$ cat config.mk
export PLATFORM = sky130hd
export DESIGN_NAME = salc_lookup
export DESIGN_NICKNAME = d
export VERILOG_FILES = /design/src/rtl/set_assoc_lru_cache_tags_unit_macros.svh /design/src/rtl/salc_pkg.sv /design/src/rtl/salc_lookup.sv
export SDC_FILE = /design/constraint.sdc
export NUM_CORES = 1
export LEC_CHECK = 0
export BUFFER_PORTS_ARGS = -buffer_cell sky130_fd_sc_hd__buf_2
export CAP_MARGIN = 20
export CORE_AREA = 5 5 129 131
export CTS_CLUSTER_DIAMETER = 150
export DETAILED_ROUTE_END_ITERATION = 8
export DIE_AREA = 0 0 134 136
export GPL_ROUTABILITY_DRIVEN = 0
export PLACE_DENSITY = 0.78
export SYNTH_ARGS = -nofsm -noshare
export SYNTH_HDL_FRONTEND = slang
export SYNTH_SLANG_ARGS = --single-unit
$ cat constraint.sdc
create_clock -name i_clk -period 6.1 [get_ports i_clk]
set_clock_uncertainty 0.2 [all_clocks]
set_input_delay 0.915 -clock i_clk [delete_from_list [all_inputs] [get_ports i_clk]]
set_output_delay 0.915 -clock i_clk [all_outputs]
set_load 0.02 [all_outputs]
$ cat src/rtl/set_assoc_lru_cache_tags_unit_macros.svh
// assertion macros for the set-associative cache tag unit
// used by rtl files that carry concurrent assertions; expects i_clk and i_rst_n in scope
`ifndef SET_ASSOC_LRU_CACHE_TAGS_UNIT_MACROS_SVH
`define SET_ASSOC_LRU_CACHE_TAGS_UNIT_MACROS_SVH

// same-cycle implication
`define SALC_ASSERT_NOW(lbl, ante, cons, msg) \
    lbl: assert property (@(posedge i_clk) disable iff (!i_rst_n) (ante) |-> (cons)) \
        else $error(msg);

// next-cycle implication
`define SALC_ASSERT_NXT(lbl, ante, cons, msg) \
    lbl: assert property (@(posedge i_clk) disable iff (!i_rst_n) (ante) |=> (cons)) \
        else $error(msg);

`endif

$ cat src/rtl/salc_pkg.sv
// shared types, constants and helpers of the set-associative cache tag unit
// no dependencies
package salc_pkg;

    localparam int DEF_MAX_SETS  = 256;
    localparam int DEF_MAX_WAYS  = 8;
    localparam int DEF_ADDR_BITS = 32;

    localparam int ADDR_W     = 32;
    localparam int OFF_W      = 5;
    localparam int IB_W       = 4;
    localparam int WAYS_W     = 4;
    localparam int WAY_OUT_W  = 3;
    localparam int REFS_W     = 2;
    localparam int CFG_ADDR_W = 4;
    localparam int CFG_DATA_W = 32;

    localparam logic [OFF_W-1:0]  OFF_RESET  = 5'd4;
    localparam logic [IB_W-1:0]   IB_RESET   = 4'd0;
    localparam logic [WAYS_W-1:0] WAYS_RESET = 4'd1;

    localparam logic [REFS_W-1:0] REFS_NONE = 2'd0;
    localparam logic [REFS_W-1:0] REFS_ONE  = 2'd1;
    localparam logic [REFS_W-1:0] REFS_TWO  = 2'd2;

    typedef enum logic [1:0] {
        REG_WRITE_BACK_MODE,
        REG_OFFSET_BITS,
        REG_INDEX_BITS,
        REG_WAYS_IN_USE
    } t_reg_idx;

    typedef enum logic [1:0] {
        S_CLEAR,
        S_IDLE,
        S_LOOK,
        S_WRITE
    } t_state;

    typedef struct packed {
        logic              hit;
        logic              fill;
        logic              dirty_ev;
        logic [REFS_W-1:0] refs;
    } t_decision;

    function automatic int max_index_bits(input int sets);
        int b;
        b = 0;
        while (b < 20 && (1 << (b + 1)) <= sets) begin
            b++;
        end
        return b;
    endfunction

endpackage

$ cat src/rtl/salc_lookup.sv
// tag compare and victim selection over the ways of one set, registered decision
// depends on salc_pkg
module salc_lookup #(
    parameter int MAX_WAYS = salc_pkg::DEF_MAX_WAYS,
    parameter int TAG_W    = salc_pkg::DEF_ADDR_BITS,
    parameter int RANK_W   = (MAX_WAYS > 1) ? $clog2(MAX_WAYS) : 1,
    parameter int WAY_W    = (MAX_WAYS > 1) ? $clog2(MAX_WAYS) : 1,
    parameter int WCNT_W   = $clog2(MAX_WAYS + 1)
) (
    input  logic                             i_clk,
    input  logic                             i_en,
    input  logic [MAX_WAYS-1:0]              i_valid_v,
    input  logic [MAX_WAYS-1:0]              i_dirty_v,
    input  logic [MAX_WAYS-1:0][RANK_W-1:0]  i_rank,
    input  logic [MAX_WAYS-1:0][TAG_W-1:0]   i_tags,
    input  logic [TAG_W-1:0]                 i_tag,
    input  logic [WCNT_W-1:0]                i_ways,
    input  logic                             i_write_back,
    input  logic                             i_operation,
    output salc_pkg::t_decision              o_dec,
    output logic [WAY_W-1:0]                 o_way
);

    logic [MAX_WAYS-1:0] in_use;
    logic [MAX_WAYS-1:0] hit_vec;
    logic [MAX_WAYS-1:0] inv_vec;
    logic [MAX_WAYS-1:0] max_vec;
    logic [WAY_W-1:0]    hit_idx;
    logic [WAY_W-1:0]    inv_idx;
    logic [WAY_W-1:0]    max_idx;
    logic [WAY_W-1:0]    victim;
    salc_pkg::t_decision n_dec;
    logic [WAY_W-1:0]    n_way;
    salc_pkg::t_decision r_dec;
    logic [WAY_W-1:0]    r_way;

    always_comb begin
        for (int w = 0; w < MAX_WAYS; w++) begin
            in_use[w]  = (WCNT_W'(w) < i_ways);
            hit_vec[w] = in_use[w] && i_valid_v[w] && (i_tags[w] == i_tag);
            inv_vec[w] = in_use[w] && !i_valid_v[w];
        end
        // highest rank wins, ties go to the lowest way
        for (int w = 0; w < MAX_WAYS; w++) begin
            max_vec[w] = in_use[w];
            for (int u = 0; u < MAX_WAYS; u++) begin
                if (in_use[u] && u != w) begin
                    if (u < w) begin
                        if (i_rank[u] >= i_rank[w]) begin
                            max_vec[w] = 1'b0;
                        end
                    end else begin
                        if (i_rank[u] > i_rank[w]) begin
                            max_vec[w] = 1'b0;
                        end
                    end
                end
            end
        end
        hit_idx = '0;
        inv_idx = '0;
        max_idx = '0;
        for (int w = MAX_WAYS - 1; w >= 0; w--) begin
            if (hit_vec[w]) begin
                hit_idx = WAY_W'(w);
            end
            if (inv_vec[w]) begin
                inv_idx = WAY_W'(w);
            end
            if (max_vec[w]) begin
                max_idx = WAY_W'(w);
            end
        end
    end

    always_comb begin
        victim         = (|inv_vec) ? inv_idx : max_idx;
        n_dec.hit      = |hit_vec;
        n_dec.fill     = !n_dec.hit && (!i_operation || i_write_back);
        n_dec.dirty_ev = n_dec.fill && i_valid_v[victim] && i_dirty_v[victim];
        n_dec.refs     = salc_pkg::REFS_ONE;
        n_way          = '0;
        priority if (n_dec.hit) begin
            n_way      = hit_idx;
            n_dec.refs = i_write_back ? salc_pkg::REFS_NONE : salc_pkg::REFS_ONE;
        end else if (n_dec.fill) begin
            n_way      = victim;
            n_dec.refs = n_dec.dirty_ev ? salc_pkg::REFS_TWO : salc_pkg::REFS_ONE;
        end else begin
            n_way      = '0;
            n_dec.refs = salc_pkg::REFS_ONE;
        end
    end

    always_ff @(posedge i_clk) begin
        if (i_en) begin
            r_dec <= n_dec;
            r_way <= n_way;
        end
    end

    assign o_dec = r_dec;
    assign o_way = r_way;

endmodule

---- Word level (Yosys, flattened, before mapping) ----
Index checks and enable logic that the tools add are counted.
word-level totals
  register bits after elaboration ......... 8
  input bits .............................. 336
  output and inout port bits .............. 8
  logic and storage cells ................. 265
operators by class
  $lt $le $gt $ge ......................... 65
  eq/ne operators ......................... 8
  multiplexer cells ....................... 147
  reduce and logical (&&, ||, !) cells .... 40
operators with widths
  cell                                                                          number
  32-bit equality test                                                          8
  1-bit 2-to-1 mux                                                              115
  3-bit >= comparator                                                           28
  3-bit greater-than comparator                                                 28
  3-bit 2-to-1 mux                                                              27
  1-bit logical AND                                                             27
  3-bit by 4-bit less-than comparator with 1-bit output, first input constant   4
  8-bit OR reduction                                                            2
  1-bit zero test                                                               10
  1-bit by 4-bit less-than comparator with 1-bit output, first input constant   2
  2-bit by 4-bit less-than comparator with 1-bit output, first input constant   2
  1-bit binary-select mux with 3-bit select                                     2
  2-bit 2-to-1 mux                                                              3
  3-bit by 4-bit less-than comparator with 1-bit output, second input constant  1
  1-bit logical OR                                                              1

---- Logic depth before layout (Yosys ltp) ----
Gate-level depths: netlist of run 1.
  word-level depth ........................ 31
  mapped depth ............................ 11
  depth with buffers taken out ............ 11

---- Least setup slack after synthesis of run 1 ----
OpenSTA, ideal clock, no wires.
  kind .................................... in2reg
  start point ............................. input i_rank[23] (netlist bit)
  end point ............................... register r_dec (netlist bit o_dec[0]) (data pin)
  arrival ................................. 3229 ps
  data required time ...................... 5642 ps
  path slack .............................. 2413 ps
  cell stages on the path ................. 11
  path buffers ............................ 0
  cells stage by stage .................... inv_1 -> ha_1 -> nor2b_1 -> a221oi_1 -> nand4_1 -> or4b_4 -> o31a_4 -> a311o_1 -> o2111ai_1 -> o311ai_2 -> a2bb2oi_1
RTL lines
  what                  RTL line           RTL
  from (decl)           salc_lookup.sv:14  input logic [MAX_WAYS-1:0][RANK_W-1:0] i_rank,
  to (signal assigned)  salc_lookup.sv:97  r_dec <= n_dec;
  to (decl)             salc_lookup.sv:34  salc_pkg::t_decision r_dec;

==> impl.org, run 1 <==
** Status
- The run finished with clean final reports.

** STA
- Subtracting the final worst setup slack from the clock period gives 3.91 ns.
- Total count of hold-check failures in the final report :: 0
- Final setup viols :: 0
- Total negative setup slack :: 0 ns
- Fin Hold WS :: 0.807 ns
- Count of pins over their slew limit :: 0
- After layout, the worst setup slack is 2.19 ns.
- For the pin with the worst max-slew slack, the measured transition is 0.882 ns.
- Of the available clock period, the critical path in the final layout requires 0.641.
- Max Fclk :: 256 MHz
- Setup repair after global routing left no endpoint under its margin.
- In this run the tightest slew margin relative to its limit is 0.406.

** Min path
- Hold/Removal Path Class :: in2reg
- Counting instances, the worst hold path has a depth of 2.

** Clock network
- Clock-pin slew was measured on the worst setup and hold paths at 0.04 ns.
- Buffers added to address setup during post-CTS repair amount to 0.
- In this run the number of H-tree levels came out at 1.
- TritonCTS created 3 clock buffers.
- For this design, the sink count on the clock tree is 8.
- Post_cts resized :: 0
- CTS max path bufs :: 2
- The tree is rooted in a sky130_fd_sc_hd__clkbuf_16.
- Hold repair after CTS inserted 0 buffers.
- CTS tree :: done

** Place
- Placement Cell Area :: 7690 um^2
- Quantity of I/O buffers inserted on ports :: 343
- The wire-length estimate of the detail-placed layout is 26500 um.
- Cell count after placement :: 1254
- Before CTS, the worst setup slack after placement is 2.01 ns.

** Power
- In this run the power density over the cells is 97.6 nW/um^2.
- Switching power as a share of total power :: 0.473
- Cell internal power was estimated by the tool at 0.400 mW.
- Static Leak :: 3.84 nW
- The share of total power dissipated in the clock network is 0.150.
- Final Total Pwr :: 0.759 mW
- The share of total power dissipated in combinational logic is 0.759.
- Of the total power, registers draw 0.091.
- The worst-case IR drop observed on VDD is 0.0000785 V.
- Summed over all nets, the switching power comes to 0.359 mW.

** Synth
- Combinational family with the most area after synthesis :: XOR/XNOR gates
- Summed over all instances, the cell type with the most area after synthesis is sky130_fd_sc_hd__xor2_1.
- Of the total synthesized cell area, the portion taken by AND, OR, NAND and NOR gates is 0.218.
- Counting flops with a built-in enable in the synthesized netlist gives 8.
- Of the total synthesized cell area, the portion taken by XOR and XNOR cells is 0.380.
- Area contributors post-synth :: sky130_fd_sc_hd__xor2_1, sky130_fd_sc_hd__ha_1, sky130_fd_sc_hd__nor4_1
- After synthesis, the share of cell area in mux cells is 0.00339.
- Ys Warns :: 0
- By count the netlist is led by sky130_fd_sc_hd__xor2_1, sky130_fd_sc_hd__ha_1, sky130_fd_sc_hd__nor4_1.
- Among all cell types in the netlist, the one instantiated most often is sky130_fd_sc_hd__xor2_1.
- In the synthesized netlist, the number of instances is 756.
- Top cell type's share of synthesized area :: 0.337
- Avg Synthesized Cell Area :: 7.80 um^2
- Post-synthesis adder-cell area fraction :: 0.178
- After synthesis the netlist holds a flip-flop and latch count of 8.
- Synth async-reset ratio :: 0
- Post-synthesis cell type count :: 61
- Primary FF master, synth :: sky130_fd_sc_hd__edfxtp_1
- Complex-gate fraction of the synthesized area :: 0.134
- Post-synthesis cell area :: 5900 um^2
- For this run, the register share of the synthesized area comes to 0.0407.
- Post-synth net total :: 1176

** Routing
- Before antenna repair, the detailed router went through 5 iterations.
- In the detailed route, the total length drawn on met2 is 14300 um.
- Detailed routing placed a total of 3350 um of wire on met3.
- For this block, wires on met1 add up to 11600 um.
- The count of nets left with antenna violations once routing finished came out at 0.
- Signal routing reaches up to met5.
- In this run, the number of DRC markers left after iteration 0 of detailed routing was 572.
- Total via count in the routed design :: 7210
- After detailed routing, the average wire length per cell comes to 24.2 um.
- In the routed design, unresolved DRC markers number 0.
- The final layout contains routed wiring with a total length of 30600 um.
- DR vias/cell :: 5.71

** Finish
- Measured on the finished design, the core utilization comes to 0.503.
- Summing all non-filler instances in the final layout gives an area of 7780 um^2.
- Ratio of cells with drive above 1 in the final layout :: 0.337
- Leaving out filler cells and counting taps, the final layout contains 1262.
- After the last flow step, the layout net total stands at 1487.
- Fill cells in the final layout number 1524.
- Area growth syn-to-layout :: 31.9%

** Floorplan
- The region available for standard cell placement spans 15500 um^2.
- The die covers 18200 um^2.
- In this run the vertical extent of the chip is 136 um.
- Cell Rows :: 46
- In this run the count of I/O pins placed on the die edge is 344.
- The die is 134 um wide.
- Initial standard-cell utilization of the core :: 0.381

** GRT
- Across every metal layer, demand over resource in global routing totals 0.317.
- Wire length of the first global-routing pass :: 43100 um
- The via count of the first global-routing pass is 7208.
- Entering global routing, the biggest net connects 17 pins.
- After global routing the overflow that remains totals 0.
- The initial antenna violation count was 15.

** Setup path
- Number of stages on the worst setup path :: 12
- The largest single stage delay on the critical path is 0.54 ns.
- CP cell instances :: buf_2, inv_1, ha_1, nor2b_1, a221oi_1, nand4_1, or4b_4, o31a_1, a32oi_1, o2111ai_1, o311ai_2, a2bb2oi_1
- Worst-path fanout max :: 7
- Nature of the critical path startpoint :: input pin
- Combined buffer and inverter count along the critical path :: 2
- Crit path max-delay family :: compound AO/OA/AOI/OAI gates
- Type of destination of the critical path :: flop
- Data required time of the worst path :: 5.99 ns
- Critical-path cell with the highest stage delay :: sky130_fd_sc_hd__or4b_4
- Kind of critical path :: in2reg
- Crit path DAT :: 3.79 ns

** Run
- Maximum Capacitance Violations :: 0
[path summary, 6_finish.rpt]
check	start	to	slack [ns]
max	i_rank[23]	o_dec[0]$_DFFE_PP_	2.19
min	i_write_back	o_dec[0]$_DFFE_PP_	0.81
[flip-flops by register name, indices dropped and copies added, names as in the netlist]
| name | cells |
|---|---|
| o_dec | 5 |
| o_way | 3 |
[power by group through the flow]
stage	combinational (mW)	sequential, mW	clock [mW]
after floorplan	0.316	0.0768	0
after global placement	0.555	0.0696	0
after detailed placement	0.563	0.0698	0
after CTS	0.567	0.0690	0.113
after global routing	0.626	0.0693	0.115
final	0.576	0.0691	0.114
[placed cells by master (no fill, tap or decap), types with 20 or more instances in the layout]
master	Yosys	final
sky130_fd_sc_hd__nand2_1	31	31
sky130_fd_sc_hd__nor2_1	22	22
sky130_fd_sc_hd__o21ai_0	27	27
sky130_fd_sc_hd__nor2b_1	21	21
sky130_fd_sc_hd__buf_2	1	343
sky130_fd_sc_hd__nor4_1	64	64
sky130_fd_sc_hd__ha_1	84	84
sky130_fd_sc_hd__inv_1	28	28
sky130_fd_sc_hd__xnor2_1	29	29
sky130_fd_sc_hd__xor2_1	227	227
sky130_fd_sc_hd__a21oi_1	20	20
sky130_fd_sc_hd__nand3_1	36	36
[logic make-up after synthesis]
kind of cell / Yosys count
xor gates and xnor gates: 256
and+or+nand+nor: 230
AOI/OAI and AO/OA: 111
adders and majority gates: 84
buffers and inverters: 65
DFF: 8
muxes: 2
[metal layers]
layer	vias up	global-route usage
li1	3337	-
met1	3319	0.370
met3	98	0.104
met2	438	0.542
met5	-	0
met4	18	0.118
[final cells by class]
| type | count | area (um^2) | area share |
|---|---|---|---|
| antenna | 5 | 12.5 | 0.00161 |
| clock buffer | 3 | 75.1 | 0.00965 |
| inverter | 28 | 105 | 0.0135 |
| multi-input combinational | 683 | 5390 | 0.693 |
| sequential | 8 | 240 | 0.0309 |
| tap | 192 | 240 | 0.0309 |
| timing repair buffer | 343 | 1720 | 0.221 |
No activity file was read; power rests on OpenSTA's default activity.
==> run 2: changes to the inputs <==
--- a/config.mk
+++ b/config.mk
@@ -7,12 +7,12 @@
 export LEC_CHECK = 0
 export BUFFER_PORTS_ARGS = -buffer_cell sky130_fd_sc_hd__buf_2
 export CAP_MARGIN = 20
-export CORE_AREA = 5 5 129 131
+export CORE_AREA = 5 5 130 132
 export CTS_CLUSTER_DIAMETER = 150
 export DETAILED_ROUTE_END_ITERATION = 8
-export DIE_AREA = 0 0 134 136
+export DIE_AREA = 0 0 135 137
 export GPL_ROUTABILITY_DRIVEN = 0
-export PLACE_DENSITY = 0.78
+export PLACE_DENSITY = 0.77
 export SYNTH_ARGS = -nofsm -noshare
 export SYNTH_HDL_FRONTEND = slang
 export SYNTH_SLANG_ARGS = --single-unit
==> constraint.sdc (replaced) <==
create_clock -name i_clk -period 4 [get_ports i_clk]
set_clock_uncertainty 0.2 [all_clocks]
set_input_delay 0.6 -clock i_clk [delete_from_list [all_inputs] [get_ports i_clk]]
set_output_delay 0.6 -clock i_clk [all_outputs]
set_load 0.02 [all_outputs]
==> impl.org, run 2 (synthesized netlist as in run 1, its figures left out) <==
** Status
- The run finished with clean final reports.

** Finish
- In the final layout, the multi-input gates occupy 5390 um^2.
- Fill cells in the final layout number 1563.
- Leaving out fill and tap cells, the most frequent cell in the layout is sky130_fd_sc_hd__buf_2.
- Of the cells placed in the final design, the portion with a size suffix greater than 1 is 0.343.
- For this run, the post-layout net count is 1496.
- The register with the most flip-flops in the layout has 5 of them.
- Storage cell area :: 240 um^2
- The top cell types in the final layout, fill and taps aside, are sky130_fd_sc_hd__buf_2, sky130_fd_sc_hd__xor2_1, sky130_fd_sc_hd__ha_1, sky130_fd_sc_hd__nor4_1, sky130_fd_sc_hd__nand3_1.
- The area growth from synthesis to layout is 33.5%.
- Leaving out filler cells and counting taps, the final layout contains 1293.

** Setup path
- STA classifies the critical path endpoint as a flop.
- Crit path DAT :: 3.52 ns
- Nature of the critical path startpoint :: input pin
- STA puts the critical path data required time at 3.88 ns.
- Worst-path fanout max :: 7
- Kind of critical path :: in2reg

** Floorplan
- After floorplanning, the core was divided into 46 placement rows.
- 344 I/O pins were placed.
- Initial standard-cell utilization of the core :: 0.378
- The die is 137 um tall.
- The die is 135 um wide.
- The die covers 18500 um^2.
- In this run the standard cell core region covers 15600 um^2.

** Place
- HPWL Detailed :: 26100 um
- Counting tap cells, the placed design contains a total of 1287 instances.
- Quantity of I/O buffers inserted on ports :: 343

** Clock network
- Buffers inserted to repair hold after CTS numbered 0.
- No sink is reached through more buffers than the 2 on the longest clock path.
- The cell sitting at the root of the clock tree is a sky130_fd_sc_hd__clkbuf_16.
- After clock tree synthesis, the clock-pin slew on the worst setup and hold paths is 0.04 ns.
- The number of gates resized after CTS was 0.
- Buffers inserted during clock tree synthesis total 3.
- CTS tree :: done
- CTS built an H-tree with a depth of 1.
- Setup fix buffers added after clock tree synthesis :: 0
- The clock drives 8 sinks.

** Routing
- The final route contains 7217 vias.
- After detailed routing, the number of remaining DRC violations is 0.
- DR vias/cell :: 5.58
- Iteration count of the initial detailed-routing pass :: 6
- Detailed-route wire length per cell :: 23.3 um
- After the first detailed-routing iteration, the DRC count stood at 558.
- Count of antenna-violating nets left after detailed routing :: 0
- Total length of routed wires :: 30200 um

** GRT
- The first global-routing pass estimated 42400 um of wire.
- Met2 GRT Util :: 0.519
- Via count of the first global-routing pass :: 7127
- Entering global routing, the biggest net connects 17 pins.
- For this run, global-route usage on met1 was measured as 0.355.
- Summed over all layers, the global routing overflow is 0.
- Busiest grt layer :: met2
- Antenna violations before repair :: 8
- Across every metal layer, demand over resource in global routing totals 0.305.
- For this run, global-route usage on met3 was measured as 0.101.

** STA
- Total count of hold-check failures in the final report :: 0
- Setup repair after global routing left no endpoint under its margin.
- Setup total negative slack on the finished layout was measured at 0 ns.
- Across all hold checks on the routed design, the worst slack comes to 0.503 ns.
- Static timing analysis puts the maximum clock frequency at 274 MHz.
- The worst pin sits at a relative slew slack of 0.547.
- Count of pins over their slew limit :: 0
- At the pin with the least slew margin, the transition time is 0.674 ns.
- Shortest period the worst path allows :: 3.65 ns
- Fin crit share :: 0.912
- Final setup viols :: 0

** Power
- Switching power as a share of total power :: 0.470
- For this design the total switching power over the nets is 0.545 mW.
- Ratio of total power to cell area :: 147 nW/um^2
- The share of total power dissipated in sequential elements is 0.090.
- Static Leak :: 3.89 nW
- Maximum resistive drop on vdd :: 0.000109 V
- Final Total Pwr :: 1.16 mW
- Of the total power, combinational logic draws 0.763.
- Cell internal power was estimated by the tool at 0.614 mW.
- Fraction of power consumed by the clock network :: 0.147

** Min path
- Hold/Removal Path Class :: in2reg

** Run
- Maximum Capacitance Violations :: 0
==> run 2: cell types whose count changed in the layout (fill, tap and decap cells not counted), sizes merged <==
cell and change:
buf +9, diode -2
==> run 2: power groups by stage <==
stage | clock (mW) | combinational, mW | sequential [mW]
global route | 0.173 | 0.956 | 0.105
finish | 0.170 | 0.884 | 0.105
CTS | 0.170 | 0.869 | 0.105
global placement | 0 | 0.846 | 0.106
floorplan | 0 | 0.481 | 0.117
detailed placement | 0 | 0.863 | 0.106
==> run 2: cell type report <==
type,instances,share of cell area
diodes,3,0.000953
clock buffers,3,0.00953
inverters,28,0.0133
multi-input cells,683,0.685
flip-flops and latches,8,0.0305
well taps,216,0.0343
repair buffers,352,0.227
==> run 2: final timing paths <==
check	startpoint	to	slack, ns	cells after the start
max	i_rank[23]	o_dec[0]$_DFFE_PP_	0.35	12
min	i_write_back	o_dec[0]$_DFFE_PP_	0.50	2
==> run 2: routing by layer <==
metal  up-vias  part of all wire
li1       3351                 -
met1      3299              0.37
met2       459              0.46
met3        94              0.12
met4        14             0.047
met5         -            0.0033
==> run 2: worst max-delay path, stage by stage <==
cell and delay, ns:
sky130_fd_sc_hd__buf_2 0.09, sky130_fd_sc_hd__inv_1 0.20, sky130_fd_sc_hd__ha_1 0.31, sky130_fd_sc_hd__nor2b_1 0.15, sky130_fd_sc_hd__a221oi_1 0.31, sky130_fd_sc_hd__nand4_1 0.14, sky130_fd_sc_hd__or4b_4 0.54, sky130_fd_sc_hd__o31a_1 0.13
sky130_fd_sc_hd__a32oi_1 0.44, sky130_fd_sc_hd__o2111ai_1 0.22, sky130_fd_sc_hd__o311ai_2 0.16, sky130_fd_sc_hd__a2bb2oi_1 0.23
==> run 2: stage by stage <==
stage / util / worst slack (ns) / area (um^2)
after detailed placement: 0.500 / 0.166 / 7790
after global routing: 0.504 / 0.151 / 7870
after floorplan: - / 0.628 / 5900
after global placement: 0.500 / 0.304 / 7790
final: 0.505 / 0.352 / 7870
after CTS: 0.504 / 0.384 / 7870
